<file path="src/hdl/ash_pkg.sv">
package ash_pkg;

    localparam int MAX_BINS      = 64;
    localparam int NUM_INTERVALS = 2;
    localparam int VW            = 32;
    localparam int EDGE_DEPTH    = MAX_BINS + 1;
    localparam int EDGE_AW       = $clog2(EDGE_DEPTH);
    localparam int CNT_AW        = $clog2(MAX_BINS);
    localparam int NB_W          = $clog2(MAX_BINS + 1);
    localparam int DIV_CW        = $clog2(VW + 1);

    typedef enum logic [2:0] {
        CMD_ADD   = 3'd0,
        CMD_BAR   = 3'd1,
        CMD_INTV  = 3'd2,
        CMD_CLEAR = 3'd3,
        CMD_RANGE = 3'd4
    } t_cmd;

    typedef enum logic [2:0] {
        REG_INIT_LOW  = 3'd0,
        REG_INIT_HIGH = 3'd1,
        REG_MIN_SPLIT = 3'd2,
        REG_NUM_INTV  = 3'd3,
        REG_A_LOW     = 3'd4,
        REG_A_HIGH    = 3'd5,
        REG_B_LOW     = 3'd6,
        REG_B_HIGH    = 3'd7
    } t_reg;

    typedef enum logic [4:0] {
        S_IDLE, S_RR0, S_RR1, S_CLR,
        S_A0, S_A1, S_A2, S_BS, S_BSC, S_OW, S_UW, S_UF,
        S_SH, S_SHL,
        S_BUMP, S_B1, S_B2, S_CHK, S_MUL, S_DIV0, S_DIVW, S_SP1, S_SP2,
        S_R1, S_R2, S_OUT
    } t_state;

    typedef enum logic {
        AFT_UNDER,
        AFT_SPLIT
    } t_after;

    typedef struct packed {
        logic                start;
        logic [2*VW-1:0]     num;
        logic [VW-1:0]       den;
    } t_div_req;

    typedef struct packed {
        logic                done;
        logic [VW-1:0]       quo;
        logic                rem_nz;
    } t_div_rsp;

    function automatic logic [VW-1:0] sat_fix(input logic [VW:0] s);
        if (s[VW] != s[VW-1]) begin
            sat_fix = s[VW] ? {1'b1, {(VW-1){1'b0}}} : {1'b0, {(VW-1){1'b1}}};
        end else begin
            sat_fix = s[VW-1:0];
        end
    endfunction

    function automatic logic [VW-1:0] sat_add(input logic [VW-1:0] a,
                                              input logic [VW-1:0] b);
        sat_add = sat_fix({a[VW-1], a} + {b[VW-1], b});
    endfunction

    function automatic logic [VW-1:0] sat_sub(input logic [VW-1:0] a,
                                              input logic [VW-1:0] b);
        sat_sub = sat_fix({a[VW-1], a} - {b[VW-1], b});
    endfunction

    function automatic logic [VW-1:0] inc_sat(input logic [VW-1:0] a);
        inc_sat = (&a) ? a : a + 1'b1;
    endfunction

endpackage

</file>
<file path="src/hdl/ash_div.sv">
module ash_div (
    input  logic              i_clk,
    input  logic              i_rst_n,
    input  ash_pkg::t_div_req i_req,
    output ash_pkg::t_div_rsp o_rsp
);
    import ash_pkg::*;

    logic [VW-1:0]     r_rem, r_quo, r_den;
    logic [DIV_CW-1:0] r_cnt;
    logic              r_busy, r_done;
    logic [VW:0]       sh;
    logic [VW:0]       diff;

    // restoring divide, one quotient bit a cycle; high half of the dividend is below den
    assign sh   = {r_rem, r_quo[VW-1]};
    assign diff = sh - {1'b0, r_den};

    always_ff @(posedge i_clk) begin
        if (!i_rst_n) begin
            r_busy <= 1'b0;
            r_done <= 1'b0;
            r_cnt  <= '0;
        end else begin
            r_done <= 1'b0;
            if (i_req.start) begin
                r_rem  <= i_req.num[2*VW-1:VW];
                r_quo  <= i_req.num[VW-1:0];
                r_den  <= i_req.den;
                r_cnt  <= '0;
                r_busy <= 1'b1;
            end else if (r_busy) begin
                if (!diff[VW]) begin
                    r_rem <= diff[VW-1:0];
                    r_quo <= {r_quo[VW-2:0], 1'b1};
                end else begin
                    r_rem <= sh[VW-1:0];
                    r_quo <= {r_quo[VW-2:0], 1'b0};
                end
                r_cnt <= r_cnt + 1'b1;
                if (r_cnt == DIV_CW'(VW - 1)) begin
                    r_busy <= 1'b0;
                    r_done <= 1'b1;
                end
            end
        end
    end

    assign o_rsp.done   = r_done;
    assign o_rsp.quo    = r_quo;
    assign o_rsp.rem_nz = |r_rem;

endmodule

</file>
<file path="config.mk">
export PLATFORM = sky130hd
export DESIGN_NAME = ash_div
export DESIGN_NICKNAME = d
export VERILOG_FILES = /design/src/hdl/ash_pkg.sv /design/src/hdl/ash_div.sv
export SDC_FILE = /design/constraint.sdc
export NUM_CORES = 1
export LEC_CHECK = 0
export ABC_AREA = 1
export BUFFER_PORTS_ARGS = -buffer_cell sky130_fd_sc_hd__buf_2
export CAP_MARGIN = 10
export CORE_ASPECT_RATIO = 0.7
export CORE_MARGIN = 4
export CORE_UTILIZATION = 57
export DETAILED_ROUTE_END_ITERATION = 6
export PLACE_DENSITY = 0.84
export SKIP_LAST_GASP = 1
export SLEW_MARGIN = 10
export SYNTH_ARGS = -nofsm -noshare
export SYNTH_HDL_FRONTEND = slang
export SYNTH_SLANG_ARGS = --single-unit
</file>
<file path="constraint.sdc">
create_clock -name i_clk -period 3.65 [get_ports i_clk]
set_clock_uncertainty 0.15 [all_clocks]
set_input_delay 0 -clock i_clk [delete_from_list [all_inputs] [get_ports i_clk]]
set_output_delay 0 -clock i_clk [all_outputs]
set_load 0.01 [all_outputs]
</file>
==> run summary, run 1 <==
Measured along the x axis, the die boundary spans 144 um. Of all cell types, the one taking the most synthesized area is edfxtp_1. Setup repair after global routing left no endpoint under its margin. The worst-path cell with the longest stage delay was fa_1.

The fraction of layout cells with a size suffix above 1 works out to 0.133. After detailed routing, the number of vias per cell comes to 5.25. The area share of the largest cell type after synthesis came out at 0.392. The number of nets with antenna violations after routing was 0. The routed wire length was 23.0 mm; the core region area was 12500 um2. The tools report the timing-limited maximum frequency as 317 MHz.

TritonCTS built the clock tree. Max-cap violations in this run came to 0. In this run, the number of DRC markers left after iteration 0 of detailed routing was 841.

Clock-pin slew was measured on the worst setup and hold paths at 0.08 ns. Yosys mapped a number of flops with a built-in enable equal to 96. The first detailed-routing pass took 7 iterations. Adding up every negative setup slack in the final design gives 0 ns.

In this run, post-CTS repair resized a total of 0 instances. The worst hold path begins at i_req[8]. Clock tree synthesis inserted a total of 9 buffers. The startpoint type of the worst setup path is a register. The run gives 0.588 as the initial cell density of the core.

The run gives 31 as the count of unique library cells instantiated by Yosys. Number of antenna violations at the first check in global routing: 0. The total design power is 3.97 mW, and the final period demand of the worst path is 3.16 ns. Entering global routing, the biggest net connects 68 pins. 0 antenna diodes ended up in the layout. The required arrival time at the worst endpoint was 3.61 ns. The final hold violation count is 0. The run finished with clean final reports. STA classifies the critical path endpoint as a register. The run gives 1193 as the net count of the mapped netlist. For the pin with the worst max-slew slack, the measured transition is 1.14 ns.

The tools report the overall global routing resource usage as 0.312. The min-delay analysis places its worst path in the category in -> reg. CTS saw 104 sinks. The critical path arrival was 3.12 ns. The tree is rooted in a clkbuf_16. The count of buffer and inverter cells on the critical path was 2. The start point of the critical path was r_quo[31]. The net total in the final layout is 1417, and the share of async-settable or async-resettable flops after synthesis is 0. By count the netlist is led by nand2_1, inv_1, edfxtp_1, nand3_1, nor2_1.

The area growth from synthesis to layout is 28.4%. The HPWL reported at the end of detailed placement came out at 15.7 mm. Synthesis produced 1060 cells. Yosys attributes the largest share of cell area to edfxtp_1, nand2_1, inv_1. Among all cell types in the netlist, the one instantiated most often is nand2_1. The run gives 2 as the maximum buffer depth of the clock tree.

The tools report the tightest slew margin relative to the limit as 0.238. The final route contains 7624 vias. The placer congestion estimate was 1.02; the setup violation total in the final timing report was 0. After detailed routing, the average wire length per cell comes to 15.9 um. Number of global-route vias before repair: 7193. The largest stage delay on the critical path is 0.42 ns. The die covers 14800 um2.

The sequential share of the synthesized area was 0.414. The tools report the startpoint of the lowest-slack register-to-register path as r_quo[31]. The flip-flop and latch count after synthesis is 104. The count of synthesis-stage warnings from yosys is 0. The worst setup path category is reg -> reg. Summed over all cells, the static leakage comes to 5.12 nW. For this design the top-level I/O count stands at 133.

Gate family responsible for the most delay along the worst path: simple AND/OR/NAND/NOR gates. Across the VDD grid, the largest voltage drop is 0.326 mV. Clock insertion delay at the later pin of the skew report: 0.36 ns. The H-tree generated during clock tree synthesis spans 3 levels. The die height was 103 um.

The most used flip-flop cell after synthesis is edfxtp_1. The final number of max-transition violations was 0; the site row count was 34. The ratio of final minimum period to clock period was 0.864; the areal power density over the cells was 421 nW/um2. The first-pass GRT wire length is 35.6 mm, and the count of unresolved DRC violations after routing is 0. The cell that appears most often on the critical path is nand2_1.

Dividing the synthesized area by the synthesized cell count gives 6.94 um2. The largest driver fanout on the critical path was 33; the total congestion overflow was 0. Walking the worst path, the cells encountered are inv_1, ha_1, fa_1, inv_1, nand2_1, nand2_1, nand3_1, nand2_2, nand2_1, nand2_2, nand2_2, nand3_2, nand2_4, nand2_1, nand2_1, nand2_1, nand2_1. Input and output buffers added on the ports amount to 132.

The tools report the synthesized cell area as 7350 um2.
==> sequential cells by signal, summed over array words and instances, names as in the netlist <==
register  flops
r_done        1
r_rem        32
r_cnt         6
r_busy        1
r_den        32
r_quo        32
==> final timing paths <==
path / depth (start not counted) / slack [ns] / to
max: 17 / 0.49 / r_rem[31]
min: 2 / 0.20 / r_den[8]
max reg2reg: 17 / 0.49 / r_rem[31]
min reg2reg: 1 / 0.32 / r_cnt[5]
==> worst register-to-register path, stage by stage (launching register included) <==
cell,delay [ns]
edfxtp_1,0.35
inv_1,0.07
ha_1,0.24
fa_1,0.42
inv_1,0.10
nand2_1,0.05
nand2_1,0.07
nand3_1,0.08
nand2_2,0.15
nand2_1,0.08
nand2_2,0.15
nand2_2,0.09
nand3_2,0.21
nand2_4,0.30
nand2_1,0.21
nand2_1,0.08
nand2_1,0.06
nand2_1,0.05
==> area by class of cell <==
type	instances	area, um2
multi-input cells	722	3400
fillers	942	3070
flip-flops and latches	104	3040
repair buffers	238	1710
inverters	209	785
clock buffers	9	225
well taps	162	203
clock inverters	7	83.8
==> routing by layer <==
metal	up-vias	routed length [um]	GRT usage
met4	0	389	0.0767
met5	-	0	0
li1	3710	-	-
met1	3475	9480	0.424
met2	404	10400	0.494
met3	35	2700	0.0918
==> power by group <==
part | internal [mW] | switching [mW] | leakage [nW] | total [mW]
Combinational | 0.515 | 0.928 | 3.99 | 1.44
Sequential | 1.45 | 0.0738 | 0.988 | 1.52
Clock | 0.492 | 0.519 | 0.143 | 1.01
==> placed cells by master, fill, tap and decap left out, types with 7 or more instances in the layout <==
master         Yosys  final
nand2_1          469    468
inv_1            207    207
buf_2              5    132
dlygate4sd3_1      0    100
edfxtp_1          96     96
nand3_1           71     71
nor2_1            42     42
ha_1              33     33
a21oi_1           25     25
xor2_1            15     15
nand3b_1          13     13
nand4_1           11     11
clkbuf_16          0      9
dfxtp_1            8      8
nand2_2            6      7
==> cell families (layout without fill, tap and decap cells) <==
kind of cell	after synthesis	after routing	synth area share
simple gates	639	639	0.361
buf+inv	234	463	0.125
flops	104	104	0.414
fa+ha+maj	34	34	0.0589
compound gates	34	34	0.0240
xor+xnor	15	15	0.0179
==> through the flow <==
| stage | util | std cells | instance area [um2] | hold slack [ns] | setup slack, ns |
|---|---|---|---|---|---|
| 3_3_place_gp | 0.650 | 1335 | 8130 | 0.0259 | 0.687 |
| 2_1_floorplan | - | 1060 | 7350 | -0.0511 | 1.10 |
| 4_1_cts | 0.755 | 1451 | 9440 | 0.186 | 0.576 |
| 6_report | 0.755 | 1451 | 9440 | 0.199 | 0.495 |
| 3_5_place_dp | 0.650 | 1335 | 8130 | 0.0281 | 0.603 |
| 5_1_grt | 0.755 | 1451 | 9440 | 0.206 | 0.307 |
==> repair_timing <==
action                    4_1_cts  5_1_grt
hold buffers                  100        0
hold endpoints to repair      104        0
buffers inserted                0        0
No activity file was read; power rests on OpenSTA's default activity.
==> run 2, diff against run 1 <==
Settings changed: ABC_AREA 1 to unset, CORE_MARGIN 4 to 1, CORE_UTILIZATION 57 to 55, PLACE_DENSITY 0.84 to 0.83, RECOVER_POWER set to 50.
==> run summary, run 2 <==
The adder-cell share of the synthesized area is 0.0696 (was 0.0589), and the number of global-route vias before repair is 5498 (was 7193). The start point of the critical path was r_den[0] (was r_quo[31]). The number of antenna violations at the first check in global routing is 0 (unchanged), and the count of unresolved DRC violations after routing is 0 (unchanged). The tools report the worst voltage drop across the vdd grid as 0.297 mV (was 0.326 mV). The die height works out to 91 um (was 103 um). The share of async-settable or async-resettable flops after synthesis came out at 0 (unchanged). The last element of the critical path was r_rem[24] (was r_rem[31]).

For the first-pass GRT wire length, the log shows 28.1 mm (was 35.6 mm). The logs give 0 (unchanged) for the count of maximum capacitance violations and 0.311 (was 0.312) for the overall global routing resource usage. The count of buffer and inverter cells on the critical path was 2 (unchanged). The average footprint of a synthesized cell works out to 10.8 um2 (was 6.94 um2).

Startpoint type of the worst setup path: a register (unchanged). The run gives 0.945 (was 1.02) as the placer congestion estimate. TritonCTS built the clock tree.

The startpoint of the lowest-slack register-to-register path is r_den[0] (was r_quo[31]). The average detailed-routed wire length per instance was 19.1 um (was 15.9 um); the area share of the largest cell type after synthesis was 0.463 (was 0.392). The post-synthesis simple-gate area fraction is 0.113 (was 0.361). Post-synthesis compound-gate area fraction: 0.133 (was 0.0240).

The checks that failed: setup timing. The critical path arrival came out at 3.68 ns (was 3.12 ns). Most instantiated flip-flop cell in the synthesis netlist: edfxtp_1 (unchanged). The clock insertion delay at the later pin of the skew report is 0.36 ns (about the same). The synthesized cell area is 6220 um2 (was 7350 um2). Ratio of final minimum period to clock period: 1.02 (was 0.864). Number of nets with antenna violations after routing: 0 (unchanged). The tools report the core region area as 11000 um2 (was 12500 um2). Count of boundary I/O pins: 133 (unchanged). The clock net sink count is 104 (unchanged), and the cell count of the worst reg-to-reg path is 13 (was 17). Net count of the mapped netlist: 709 (was 1193).

For the detailed-router iteration count before antenna repair, the log shows 6 (was 7). The number of CTS-inserted buffers came out at 9 (unchanged). The sequential share of the synthesized area was 0.489 (was 0.414). Most area-consuming cells after synthesis: edfxtp_1, ha_1, mux2_2 (was edfxtp_1, nand2_1, inv_1). The total congestion overflow was 0 (unchanged); the number of synthesized flops with an enable pin was 96 (unchanged). The fraction of layout cells with a size suffix above 1 was 0.226 (was 0.133). Top post-synthesis cells by count: edfxtp_1, nand2_1, a21oi_1, inv_1, mux2_2 (was nand2_1, inv_1, edfxtp_1, nand3_1, nor2_1). Setup repair after global routing could not meet its margin everywhere. Cell chosen for the clock root: clkbuf_16 (unchanged).

The maximum number of pins on one net before global-route repair came out at 81 (was 68). The net total in the final layout is 942 (was 1417), and the setup violation total in the final timing report is 6 (was 0). The flow ran to the end, but the final reports show violations. The final period demand of the worst path works out to 3.72 ns (was 3.16 ns). For the setup total negative slack, the log shows -0.247 ns (was 0 ns). Critical path cell sequence: ha_4, fa_2, nand2b_4, a21o_1, a32oi_2, a21oi_2, o221a_4, o41ai_4, buf_4, xor2_4, buf_12, mux2_4, mux2_2 (was inv_1, ha_1, fa_1, inv_1, nand2_1, nand2_1, nand3_1, nand2_2, nand2_1, nand2_2, nand2_2, nand3_2, nand2_4, nand2_1, nand2_1, nand2_1, nand2_1).

The worst-path cell with the longest stage delay is edfxtp_1 (was fa_1). The areal power density over the cells is 439 nW/um2 (was 421 nW/um2). The logs give 702 (was 942) for the layout filler cell count and 3.47 nW (was 5.12 nW) for the reported leakage power.

The count of synthesis-stage warnings from yosys is 0 (unchanged). Worst min-delay path class: in -> reg (unchanged). Worst setup path category: reg -> reg (unchanged).

The count of unique library cells instantiated by Yosys was 52 (was 31). Commonest non-fill, non-tap cells in the layout: dlygate4sd3_1, buf_2, edfxtp_1 (was nand2_1, inv_1, buf_2). The final hold violation count is 0 (unchanged), and the tightest slew margin relative to the limit is 0.131 (was 0.238). For the total design power, the log shows 3.71 mW (was 3.97 mW). The nature of the critical path endpoint was a register (unchanged). The required arrival time at the worst endpoint is 3.61 ns (about the same), and the number of cells on the worst hold path is 2 (unchanged). The tools report the capturing point of the worst reg2reg path as r_rem[24] (was r_rem[31]). The clock transition at the registers of the reported paths works out to 0.08 ns (about the same). The most used standard cell by instance count after synthesis was edfxtp_1 (was nand2_1).

For the worst setup slack after layout, the log shows -0.0701 ns (was 0.495 ns). The flip-flop and latch count after synthesis works out to 104 (unchanged). The total vias in the final route came out at 5720 (was 7624). The x dimension of the die was 129 um (was 144 um).

The layout overhead on the synthesized area was 35.8% (was 28.4%). The HPWL reported at the end of detailed placement came out at 11.0 mm (was 15.7 mm). The via density per instance was 5.92 (was 5.25); the number of buffer cells added on primary ports was 132 (unchanged). The top cell type by total area after synthesis is edfxtp_1 (unchanged). Initial cell density of the core: 0.565 (was 0.588).

The multiplexer share of the synthesized area is 0.0987 (was 0), and the total number of H-tree levels is 3 (unchanged). For the site row count, the log shows 32 (was 34). The depth of the critical timing path with buffers and inverters included is 13 (was 17), and the DRC violation total after the first TritonRoute iteration is 633 (was 841). The timing-limited maximum frequency was 269 MHz (was 317 MHz); the final number of max-transition violations was 0 (unchanged). The largest driver fanout on the critical path was 5 (was 33). The full die area was 11800 um2 (was 14800 um2).

The maximum buffer depth of the clock tree was 2 (unchanged). The run gives 576 (was 1060) as the number of cells produced by synthesis. Routed wire length: 18.5 mm (was 23.0 mm).

The gate family responsible for the most delay along the worst path was compound AO/OA/AOI/OAI gates (was simple AND/OR/NAND/NOR gates). The slack of the worst reg-to-reg path is -0.07 ns (was 0.49 ns), and the largest stage delay on the critical path is 0.44 ns (was 0.42 ns). Registers with the most flip-flops: r_den: 32 flops, r_quo: 32 flops, r_rem: 32 flops (unchanged). Transition time at the pin with the least slew margin: 1.30 ns (was 1.14 ns).

The number of diodes added for antenna fixing was 0 (unchanged); the share of the synthesized netlist area taken by xor and xnor gates was 0.0505 (was 0.0179). The dominant combinational cell family by area after synthesis was compound AO/OA/AOI/OAI gates (was simple AND/OR/NAND/NOR gates). Most frequent standard cell in the layout excluding fill and tap cells: dlygate4sd3_1 (was nand2_1).
-- run 2: what timing repair did --
action,in CTS,in global routing
gates resized for setup,4,10
pin swaps,3,7
endpoints found under the setup margin,12,29
gates cloned,0,1
hold buffers,97,0
endpoints found under the hold margin,103,0
setup buffers,3,4
-- run 2: metal layers --
layer	part of all wire	track usage	vias to the layer above
li1	-	-	2585
met1	0.41	0.427	2699
met2	0.47	0.499	381
met3	0.090	0.0636	55
met4	0.027	0.0882	0
met5	0	0	-
-- run 2: area by class of cell --
| type | count | area (um2) | area share |
|---|---|---|---|
| Multi-Input combinational cell | 402 | 2950 | 0.349 |
| Sequential cell | 104 | 3040 | 0.360 |
| Inverter | 41 | 154 | 0.0182 |
| Tap cell | 153 | 191 | 0.0226 |
| Clock inverter | 7 | 72.6 | 0.00859 |
| Clock buffer | 9 | 225 | 0.0266 |
| Timing Repair Buffer | 251 | 1810 | 0.215 |
-- run 2: per-stage QoR --
step	worst slack, ns	hold WS (ns)	instance area [um2]	util	instances
floorplan	0.0504	-0.0511	6220	-	576
global placement	0.0413	0.0264	7080	0.643	846
detailed placement	-0.0275	0.0281	7080	0.643	846
CTS	0.00116	0.0543	8380	0.761	962
global route	-0.138	0.188	8450	0.768	967
finish	-0.0701	0.197	8450	0.768	967
-- run 2: worst min-delay path by stage --
stage                          from   endpoint  slack [ns]
after detailed placement  i_req[28]  r_den[28]        0.03
after global placement    i_req[22]  r_den[22]        0.03
final                     i_req[29]  r_den[29]        0.20
after global routing      i_req[28]  r_den[28]        0.19
after floorplan            i_req[0]   r_den[0]       -0.05
after CTS                 i_req[96]  r_quo[29]        0.05
-- run 2: power by group --
group	internal, mW	switching, mW
logic	0.577	0.660
clock network	0.486	0.490
registers	1.43	0.0684
total	2.49	1.22
-- run 2: cells by family after synthesis --
group / Yosys count
AND/OR/NAND/NOR: 145
adder cells (fa/ha/maj): 34
AO/OA/AOI/OAI: 131
multiplexers: 57
buffers and inverters: 70
XOR/XNOR: 35
flip-flops: 104
-- run 2: worst reg2reg max path, stage by stage (launching register included) --
cell      delay [ns]
edfxtp_1        0.44
ha_4            0.20
fa_2            0.39
nand2b_4        0.15
a21o_1          0.21
a32oi_2         0.23
a21oi_2         0.13
o221a_4         0.28
o41ai_4         0.20
buf_4           0.19
xor2_4          0.20
buf_12          0.16
mux2_4          0.30
mux2_2          0.26
